[config.mk]
export PLATFORM = sky130hd
export DESIGN_NAME = case_folding_substring_search_top
export DESIGN_NICKNAME = d
export VERILOG_FILES = /design/src/hw/rtl/cfsrch_pkg.sv /design/src/hw/rtl/cfsrch_cfg.sv /design/src/hw/rtl/cfsrch_core.sv /design/src/hw/rtl/case_folding_substring_search_top.sv
export SDC_FILE = /design/constraint.sdc
export NUM_CORES = 2
export LEC_CHECK = 0
export BUFFER_PORTS_ARGS = -buffer_cell sky130_fd_sc_hd__buf_2
export CAP_MARGIN = 20
export CORE_MARGIN = 10
export CORE_UTILIZATION = 31
export CTS_BUF_LIST = sky130_fd_sc_hd__clkbuf_8
export CTS_CLUSTER_DIAMETER = 40
export DETAILED_ROUTE_END_ITERATION = 8
export GPL_TIMING_DRIVEN = 1
export SETUP_SLACK_MARGIN = 0.02
export SLEW_MARGIN = 20
export SYNTH_ARGS = -nofsm -noshare
export SYNTH_HDL_FRONTEND = slang
export SYNTH_HIERARCHICAL = 1
export SYNTH_SLANG_ARGS = --single-unit
[constraint.sdc]
create_clock -name clock -period 16 [get_ports clock]
set_input_delay 2.4 -clock clock [delete_from_list [all_inputs] [get_ports clock]]
set_output_delay 2.4 -clock clock [all_outputs]
set_load 0.03 [all_outputs]
[src/hw/rtl/cfsrch_pkg.sv]
// Shared types and constants for the case-folding substring search block.
`default_nettype none

package cfsrch_pkg;

   localparam int CHAR_W          = 16;
   localparam int IDX_W           = 31;
   localparam int LEN_W           = 4;
   localparam int CFG_W           = 64;
   localparam int CSR_IDX_W       = 3;
   localparam int REG_CHARS       = 8;
   localparam int PATTERN_MAX_DEF = 8;

   localparam logic [IDX_W-1:0] IDX_MAX = {IDX_W{1'b1}};

   typedef enum logic [CSR_IDX_W-1:0] {
      REG_PAT_LO   = 3'd0,
      REG_PAT_HI   = 3'd1,
      REG_ALT_LO   = 3'd2,
      REG_ALT_HI   = 3'd3,
      REG_PAT_LEN  = 3'd4,
      REG_CASE_INS = 3'd5
   } reg_index_type;

   typedef struct packed {
      logic [REG_CHARS-1:0][CHAR_W-1:0] pat;
      logic [REG_CHARS-1:0][CHAR_W-1:0] alt;
      logic [LEN_W-1:0]                 len;
      logic                             case_ins;
   } cfg_type;

   typedef struct packed {
      logic [CHAR_W-1:0] character;
      logic              first;
      logic              last;
      logic [IDX_W-1:0]  base_index;
   } req_type;

   typedef struct packed {
      logic             found;
      logic [IDX_W-1:0] match_index;
   } rsp_type;

endpackage

`default_nettype wire

[src/hw/rtl/cfsrch_cfg.sv]
// Configuration register file: pattern, alternate pattern, length and mode.
`default_nettype none

module cfsrch_cfg
   import cfsrch_pkg::*;
(
   input  wire logic                 clock,
   input  wire logic                 reset,
   input  wire logic                 csr_write,
   input  wire logic [CSR_IDX_W-1:0] csr_index,
   input  wire logic [CFG_W-1:0]     csr_data,
   output cfg_type                   cfg
);

   logic [CFG_W-1:0] pat_lo_ff, pat_hi_ff, alt_lo_ff, alt_hi_ff;
   logic [LEN_W-1:0] len_ff;
   logic             case_ins_ff;

   always_ff @(posedge clock) begin
      if (reset) begin
         pat_lo_ff   <= '0;
         pat_hi_ff   <= '0;
         alt_lo_ff   <= '0;
         alt_hi_ff   <= '0;
         len_ff      <= '0;
         case_ins_ff <= 1'b0;
      end else if (csr_write) begin
         case (csr_index)
            REG_PAT_LO:   pat_lo_ff   <= csr_data;
            REG_PAT_HI:   pat_hi_ff   <= csr_data;
            REG_ALT_LO:   alt_lo_ff   <= csr_data;
            REG_ALT_HI:   alt_hi_ff   <= csr_data;
            REG_PAT_LEN:  len_ff      <= csr_data[LEN_W-1:0];
            REG_CASE_INS: case_ins_ff <= csr_data[0];
            default: ;
         endcase
      end
   end

   assign cfg.pat      = {pat_hi_ff, pat_lo_ff};
   assign cfg.alt      = {alt_hi_ff, alt_lo_ff};
   assign cfg.len      = len_ff;
   assign cfg.case_ins = case_ins_ff;

endmodule

`default_nettype wire

[src/hw/rtl/cfsrch_core.sv]
// Search state: character window, counters, first-match latch and compare.
`default_nettype none

module cfsrch_core
   import cfsrch_pkg::*;
#(
   parameter int PATTERN_MAX = PATTERN_MAX_DEF
) (
   input  wire logic    clock,
   input  wire logic    reset,
   input  wire logic    step,
   input  wire req_type item,
   input  wire cfg_type cfg,
   output rsp_type      result
);

   localparam int MAX_LEN = (PATTERN_MAX < REG_CHARS) ? PATTERN_MAX : REG_CHARS;

   logic [CHAR_W-1:0] win_ff [MAX_LEN];
   logic [CHAR_W-1:0] win_in [MAX_LEN];
   logic [IDX_W-1:0]  seen_ff, seen_in, seen_cur;
   logic [IDX_W-1:0]  base_ff, base_in;
   logic              latched_ff, latched_in, latched_cur;
   logic [IDX_W-1:0]  idx_ff, idx_in, idx_cur;

   logic [LEN_W-1:0]   eff_len;
   logic [MAX_LEN-1:0] eq [MAX_LEN];
   logic               hit, hit_l;
   logic [IDX_W:0]     sum;
   logic [IDX_W-1:0]   idx_hit;

   always_comb begin
      win_in[0] = item.character;
      for (int i = 1; i < MAX_LEN; i++) begin
         win_in[i] = item.first ? '0 : win_ff[i-1];
      end
      seen_cur    = item.first ? '0 : seen_ff;
      seen_in     = (seen_cur == IDX_MAX) ? seen_cur : seen_cur + 1'b1;
      base_in     = item.first ? item.base_index : base_ff;
      latched_cur = item.first ? 1'b0 : latched_ff;
      idx_cur     = item.first ? '0 : idx_ff;
      eff_len     = (cfg.len > LEN_W'(MAX_LEN)) ? LEN_W'(MAX_LEN) : cfg.len;
   end

   // per window slot k and pattern char j
   always_comb begin
      for (int k = 0; k < MAX_LEN; k++) begin
         for (int j = 0; j < MAX_LEN; j++) begin
            eq[k][j] = (win_in[k] == cfg.pat[j]) ||
                       (cfg.case_ins && (win_in[k] == cfg.alt[j]));
         end
      end
   end

   // pattern char j lines up with window slot len-1-j
   always_comb begin
      hit   = 1'b0;
      hit_l = 1'b0;
      for (int l = 1; l <= MAX_LEN; l++) begin
         hit_l = 1'b1;
         for (int j = 0; j < l; j++) begin
            hit_l = hit_l & eq[l-1-j][j];
         end
         if (eff_len == LEN_W'(l)) begin
            hit = hit_l;
         end
      end
   end

   always_comb begin
      sum     = {1'b0, base_in} + {1'b0, seen_in - IDX_W'(eff_len)};
      idx_hit = sum[IDX_W] ? IDX_MAX : sum[IDX_W-1:0];
      latched_in = latched_cur;
      idx_in     = idx_cur;
      if (!latched_cur) begin
         if (eff_len == '0) begin
            latched_in = 1'b1;
            idx_in     = base_in;
         end else if ((seen_in >= IDX_W'(eff_len)) && hit) begin
            latched_in = 1'b1;
            idx_in     = idx_hit;
         end
      end
      result.found       = latched_in;
      result.match_index = latched_in ? idx_in : '0;
   end

   always_ff @(posedge clock) begin
      if (reset) begin
         for (int i = 0; i < MAX_LEN; i++) begin
            win_ff[i] <= '0;
         end
         seen_ff    <= '0;
         base_ff    <= '0;
         latched_ff <= 1'b0;
         idx_ff     <= '0;
      end else if (step) begin
         for (int i = 0; i < MAX_LEN; i++) begin
            win_ff[i] <= win_in[i];
         end
         seen_ff    <= seen_in;
         base_ff    <= base_in;
         latched_ff <= latched_in;
         idx_ff     <= idx_in;
      end
   end

endmodule

`default_nettype wire

[src/hw/rtl/case_folding_substring_search_top.sv]
// Top level of the case-folding substring search: input and result registers.
//
//   channel | direction | transfer when         | payload
//   req_    | in        | req_valid & req_ready | character, first, last, base_index
//   rsp_    | out       | rsp_valid & rsp_ready | found, match_index
//   csr_    | in        | csr_write             | csr_index, csr_data (64 bits)
//
// One character per cycle unless a last character is held for a pending result.
// rsp_valid rises once the last character has left the input register and its
// result is captured in the result register.
// Reset clears configuration and search state; no clearing pass.
// A result not yet taken holds a following last character in the input
// register and drops req_ready behind it; other characters keep flowing.
`default_nettype none

module case_folding_substring_search_top
   import cfsrch_pkg::*;
#(
   parameter int PATTERN_MAX = PATTERN_MAX_DEF
) (
   input  wire logic                 clock,
   input  wire logic                 reset,
   input  wire logic                 req_valid,
   output logic                      req_ready,
   input  wire logic [CHAR_W-1:0]    req_character,
   input  wire logic                 req_first,
   input  wire logic                 req_last,
   input  wire logic [IDX_W-1:0]     req_base_index,
   output logic                      rsp_valid,
   input  wire logic                 rsp_ready,
   output logic                      rsp_found,
   output logic [IDX_W-1:0]          rsp_match_index,
   input  wire logic                 csr_write,
   input  wire logic [CSR_IDX_W-1:0] csr_index,
   input  wire logic [CFG_W-1:0]     csr_data
);

   cfg_type cfg;
   req_type item_ff;
   rsp_type result, rsp_ff;
   logic    in_valid_ff, in_valid_in;
   logic    rsp_valid_ff, rsp_valid_in;
   logic    out_free, advance, accept;

   cfsrch_cfg u_cfg (
      .clock     (clock),
      .reset     (reset),
      .csr_write (csr_write),
      .csr_index (csr_index),
      .csr_data  (csr_data),
      .cfg       (cfg)
   );

   cfsrch_core #(
      .PATTERN_MAX (PATTERN_MAX)
   ) u_core (
      .clock  (clock),
      .reset  (reset),
      .step   (advance),
      .item   (item_ff),
      .cfg    (cfg),
      .result (result)
   );

   assign out_free  = !rsp_valid_ff || rsp_ready;
   assign advance   = in_valid_ff && (!item_ff.last || out_free);
   assign req_ready = !in_valid_ff || advance;
   assign accept    = req_valid && req_ready;

   always_comb begin
      in_valid_in = in_valid_ff;
      if (accept) begin
         in_valid_in = 1'b1;
      end else if (advance) begin
         in_valid_in = 1'b0;
      end
      rsp_valid_in = rsp_valid_ff;
      if (advance && item_ff.last) begin
         rsp_valid_in = 1'b1;
      end else if (rsp_ready) begin
         rsp_valid_in = 1'b0;
      end
   end

   always_ff @(posedge clock) begin
      if (reset) begin
         in_valid_ff  <= 1'b0;
         rsp_valid_ff <= 1'b0;
      end else begin
         in_valid_ff  <= in_valid_in;
         rsp_valid_ff <= rsp_valid_in;
      end
   end

   always_ff @(posedge clock) begin
      if (accept) begin
         item_ff.character  <= req_character;
         item_ff.first      <= req_first;
         item_ff.last       <= req_last;
         item_ff.base_index <= req_base_index;
      end
      if (advance && item_ff.last) begin
         rsp_ff <= result;
      end
   end

   assign rsp_valid       = rsp_valid_ff;
   assign rsp_found       = rsp_ff.found;
   assign rsp_match_index = rsp_ff.match_index;

endmodule

`default_nettype wire
[Yosys cells after proc, flatten, opt, wreduce, memory -nomap -nowiden]
Memory sizes are Yosys's and may differ from the RTL's.
Index checks and enable logic that the tools add are counted.
Cells by class
  add/sub/neg operators: 3
  $lt $le $gt $ge: 2
  equality and inequality tests: 86
  muxes and demuxes: 45
  bitwise logic cells: 36
  reduce and logical (&&, ||, !) cells: 92
Operator list (number)
  $eq A16 B16 Y1: 72
  $mux W31: 8
  $mux W16: 15
  $logic_and A1 B1 Y1: 40
  $logic_or A1 B1 Y1: 39
  $add A31 B31 Y32: 1
  $add A31 B1 Y31 const B: 1
  $eq A31 B31 Y1 const B: 1
  $ge A31 B4 Y1: 1
  $sub A31 B4 Y31: 1
  $and A1 B1 Y1: 28
  $mux W1: 21
  $eq A4 B3 Y1 const B: 4
  $reduce_and A2 Y1: 6
  $eq A4 B2 Y1 const B: 2
  $or A1 B1 Y1: 8
  $eq A3 B2 Y1 const B: 2
  $eq A3 B3 Y1 const B: 2
  $eq A4 B1 Y1 const B: 1
  $eq A4 B4 Y1 const B: 1
  $gt A4 B4 Y1 const B: 1
  $logic_not A4 Y1: 1
  $mux W4: 1
  $reduce_bool A2 Y1: 2
  3 further kinds: 5
Storage, ports and cells
  bits in registers: 438
  RAM bits: 128
  memories kept: 1
Memory list
  u_core.win_ff: depth 8, bits a word 16, rd ports 7, clocked after Yosys merged registers in 0, wr ports 8, line cfsrch_core.sv:19  | logic [CHAR_W-1:0] win_ff [MAX_LEN];

[Longest topological paths before layout]
  word-level depth: 16
  mapped depth: 40

[Modules after synthesis]
Netlist, hierarchy kept.
Modules (own cells, without submodules)
  cfsrch_core: instances 1, cells each 5017, area each 35431.5 µm², sequential area each 5245.0 µm²
  cfsrch_cfg: instances 1, cells each 922, area each 10262.3 µm², sequential area each 5225.0 µm²
  case_folding_substring_search_top: instances 1, cells each 93, area each 2536.2 µm², sequential area each 2472.4 µm²

[Worst setup path before layout]
OpenSTA, ideal clock, no wires.
  path kind: register to register
  start point: reg item_ff[32] (netlist name)
  end point: reg rsp_ff, in the netlist rsp_match_index[4] (data pin)
  library setup time: 0.270 ns
  arrival: 8.155 ns
  setup slack: 7.575 ns
  stages on the path, launching flop included: 40
  clock period less this slack: 8.425 ns
  path through: edfxtp_1 buf_2 buf_6 buf_6 buf_2 buf_2 buf_2 buf_2 buf_2 buf_1 nor2b_1 ha_1 clkbuf_1 nand4_1 nor3_2 buf_2 nand3_1 xnor2_1 [... 4 more ...] and3_1 clkbuf_1 nand3b_1 or3_1 nor2_1 xnor2_1 ha_1 a21o_1 a21o_1 a21oi_1 nand2_1 a2111o_1 a311o_1 a31oi_1 clkbuf_1 o21ai_0 a22oi_1 a21oi_1
On the way
  word-level cells in the longest chain between the ends: 16
  elaborated cells on any way between the ends: 172
RTL lines
  start, declared: line case_folding_substring_search_top.sv:39  | req_type item_ff;
  parallel branches: the longest is 16 deep, another holds $add A31 B31 Y32
  end signal, assigned: line case_folding_substring_search_top.sv:103  | rsp_ff <= result;
  end, declared: line case_folding_substring_search_top.sv:40  | rsp_type result, rsp_ff;
Several ways; the timed one is not identified.
A chain may end at the register's enable or synchronous reset.

[Worst setup path after layout]
  start point: reg item_ff[32] (netlist name)
  end point: reg u_core.idx_ff[24]
On the way
  word-level cells in the longest chain between the ends: 16
  elaborated cells on any way between the ends: 169
RTL lines
  parallel branches: the longest is 15 deep, another holds $add A31 B31 Y32
  $mux W31 (*): line cfsrch_core.sv:75  | if (!latched_cur) begin
  end signal, assigned: line cfsrch_core.sv:104  | idx_ff <= idx_in;
  end, declared: line cfsrch_core.sv:24  | logic [IDX_W-1:0] idx_ff, idx_in, idx_cur;
Every way passes the cells marked *.

==> out/qor.yml <==
hold_path.class: "register to register"
p_leak_nw: 18.9
grt_pass1_wl_microns: 344000
syn_area_sq_um: 48200
port_buffers: 154
endpoint_kind: "register"
synthToLayoutAreaGrowth_pct: 10.7
dp_hpwl_microns: 164000
r2r_end: "u_core/idx_ff[24]"
cts_buffers: 133
num_io_pins: 155
seq_power_share: 0.359
ys.flop_type: "dfxtp_1"
mostFrequentLayoutCells: "656 x nor2_1, 499 x xnor2_1, 380 x nand2b_1"
postRouteAntennaNets: 0
critPathKind: "register to register"
pwr-share-clk: 0.417
status: "complete, no violations"
clockBufferDepth: 3
grt_max_degree: 217
slew_viol_final: 0
postCtsSetupRepairBufs: 0
ir_worst_vdd_uv: 67.6
cts_resized: 0
p_switching_mw: 1.56
slew_headroom: 0.162
grt_pass1_vias: 47700
arrival_ps: 9250
drt_iter0_drc: 8752
placed_cells: 7735
nets: 5986
syn-num-nets: 6190
routabilityCongestion: 1.02
rows: 144
postCtsHoldBufs: 0
setup_viol: 0
clkTransAtPathRegs_ps: 50
start_util: 0.312
ys_seq_elements: 550
overflow: 0
chipHeight_microns: 414
wirelength_microns: 244000
via_count: 51400
cts_num_sinks: 550
async_reset_ff_frac: 0
synth-edff-count: 193
max_freq_ghz: 0.118
drv_cap: 0
fin_cells: 7988
cts-htree-levels: 4
swShare: 0.350
fin_skew_ps: 90.1
cts_tree: "yes"
worst_pin_slew_ps: 1240
vias_per_cell: 6.44
holdPathEnd: "u_core/base_ff[30]"
yosys_warnings: 6
clock_latency_ps: 920
crit_fanout: 15
netlist.top_cell.by_area: "dfxtp_1"
crit_path_start_kind: "register"
core_sq_um: 154000
rr_startpoint: "item_ff[32]"
drive_gt1_frac: 0.109
p_comb_frac: 0.224
root_buffer: "clkbuf_8"
dieArea_sq_um: 172000
synth.area.top_cells: "dfxtp_1 15%, edfxtp_1 12%, xnor2_1 9.1%"
powerDensity_nw_per_um2: 83.4
drc: 0
grt_usage: 0.267
whs_path_depth: 2
first_pass_iters: 8
antenna_found_initial: 16
hold_viol: 0
tns_ps: 0
synth_top_area_frac: 0.148
synth.avg_cell_area_sq_um: 8.00
final_common_cell: "nor2_1"
yosysUniqueCellTypes: 101
min_period_ps: 8460
required_ps: 16790
grt_setup_unrepaired: "no"
ff2ff_setup_slack_ps: 7540
synth_cells: 6032
reg2reg_depth: 26
ys_seq_area_frac: 0.268
wl_per_cell_microns: 30.6
p_int_mw: 2.89
fin_crit_sh: 0.529
hold_start: "u_core/base_ff[30]"
die_w_microns: 414
-- metrics by stage --
step | total power [mW] | instance area (sq um) | util | hold WS (ps) | setup slack (ps)
2_1_floorplan | 2.21 | 48200 | - | 433 | 7570
3_3_place_gp | 2.55 | 50400 | 0.326 | 444 | 7790
3_5_place_dp | 2.56 | 50400 | 0.327 | 449 | 7660
4_1_cts | 4.42 | 53300 | 0.345 | 467 | 7600
5_1_grt | 4.59 | 53400 | 0.346 | 485 | 6990
6_report | 4.45 | 53400 | 0.346 | 466 | 7540
-- sequential cells by signal, indices dropped and copies added (netlist names) --
register and flops:
u_core/win_ff 112, u_cfg/alt_hi_ff 64, u_cfg/alt_lo_ff 64, u_cfg/pat_hi_ff 64, u_cfg/pat_lo_ff 64, item_ff 49, rsp_match_index 31, u_core/base_ff 31
u_core/idx_ff 31, u_core/seen_ff 31, u_cfg/len_ff 4, in_valid_ff 1, rsp_found 1, rsp_valid 1, u_cfg/case_ins_ff 1, u_core/latched_ff 1
-- logic make-up after synthesis --
logic type / after synthesis / synth area share
compound gates: 1337 / 0.196
xor+xnor: 666 / 0.121
buf+inv: 853 / 0.0707
simple gates: 2270 / 0.268
flops: 550 / 0.268
fa+ha+maj: 39 / 0.0103
mux: 317 / 0.0664
-- Yosys cell counts, drive strengths merged (22+ instances only) --
library cell	instances
nor2	660
xnor2	499
clkbuf	481
nand2b	381
dfxtp	357
mux2i	295
o21ai	294
buf	217
edfxtp	193
nand2	189
nand4	181
xor2	167
a31oi	160
inv	142
nor3	134
a32oi	133
a21oi	128
nor4bb	127
nor2b	95
nand3	87
o32ai	86
nor4	84
nor4b	83
o22ai	82
and3	44
a22oi	41
a211oi	40
and2	36
ha	35
o41ai	31
nand4b	28
o21bai	27
o31ai	27
a222oi	25
and4	24
a22o	23
nand3b	23
or4	23
mux2	22
o2111ai	22
-- worst max-delay path: stages (launching register included) --
cell	delay [ps]
edfxtp_1	550
nor2b_1	240
ha_1	330
nand4_1	260
nor3_2	810
nand3_1	450
xnor2_1	270
ha_1	250
fa_1	440
maj3_1	360
o21ba_2	220
and3_1	240
nand3b_1	330
or3_1	230
mux2i_1	80
a22o_1	230
a21oi_1	280
ha_1	360
a21o_1	190
a21oi_1	180
nor2_1	60
a2111o_1	410
a311o_1	350
a31o_2	350
nor4b_1	550
o31ai_1	150
a22o_1	190
-- worst max path at each step --
stage / startpoint / to / cells after the start / slack [ps]
2_1_floorplan: item_ff[32] / rsp_match_index[4] / 39 / 7570
3_3_place_gp: item_ff[32] / u_core/idx_ff[24] / 26 / 7790
3_5_place_dp: item_ff[32] / u_core/idx_ff[0] / 26 / 7660
4_1_cts: item_ff[32] / u_core/idx_ff[24] / 26 / 7600
5_1_grt: item_ff[32] / u_core/idx_ff[24] / 27 / 6990
6_report: item_ff[32] / u_core/idx_ff[24] / 26 / 7540
-- power by group through the flow --
stage          sequential [mW]  combinational, mW  clock [mW]
2_1_floorplan             1.57              0.637           0
3_3_place_gp              1.62              0.932           0
3_5_place_dp              1.62              0.942           0
4_1_cts                   1.59              0.945        1.88
5_1_grt                   1.60               1.03        1.95
6_report                  1.60              0.995        1.86
-- cell type report --
class	count	area, sq um
Fill cell	16000	101000
Multi-Input combinational cell	4629	32000
Sequential cell	550	12900
Tap cell	2044	2560
Timing Repair Buffer	359	2390
Clock buffer	142	1950
Clock inverter	102	942
Inverter	155	589
Antenna cell	7	17.5
-- metal layers --
metal	vias to the layer above	routed length, microns	global-route usage	part of all wire
li1	21800	-	-	-
met1	24700	94300	0.340	0.39
met2	3996	99000	0.384	0.41
met3	934	35400	0.0998	0.14
met4	8	15400	0.150	0.063
met5	-	38	0	0.00016
Note: power is estimated with default switching activity, not from simulation.
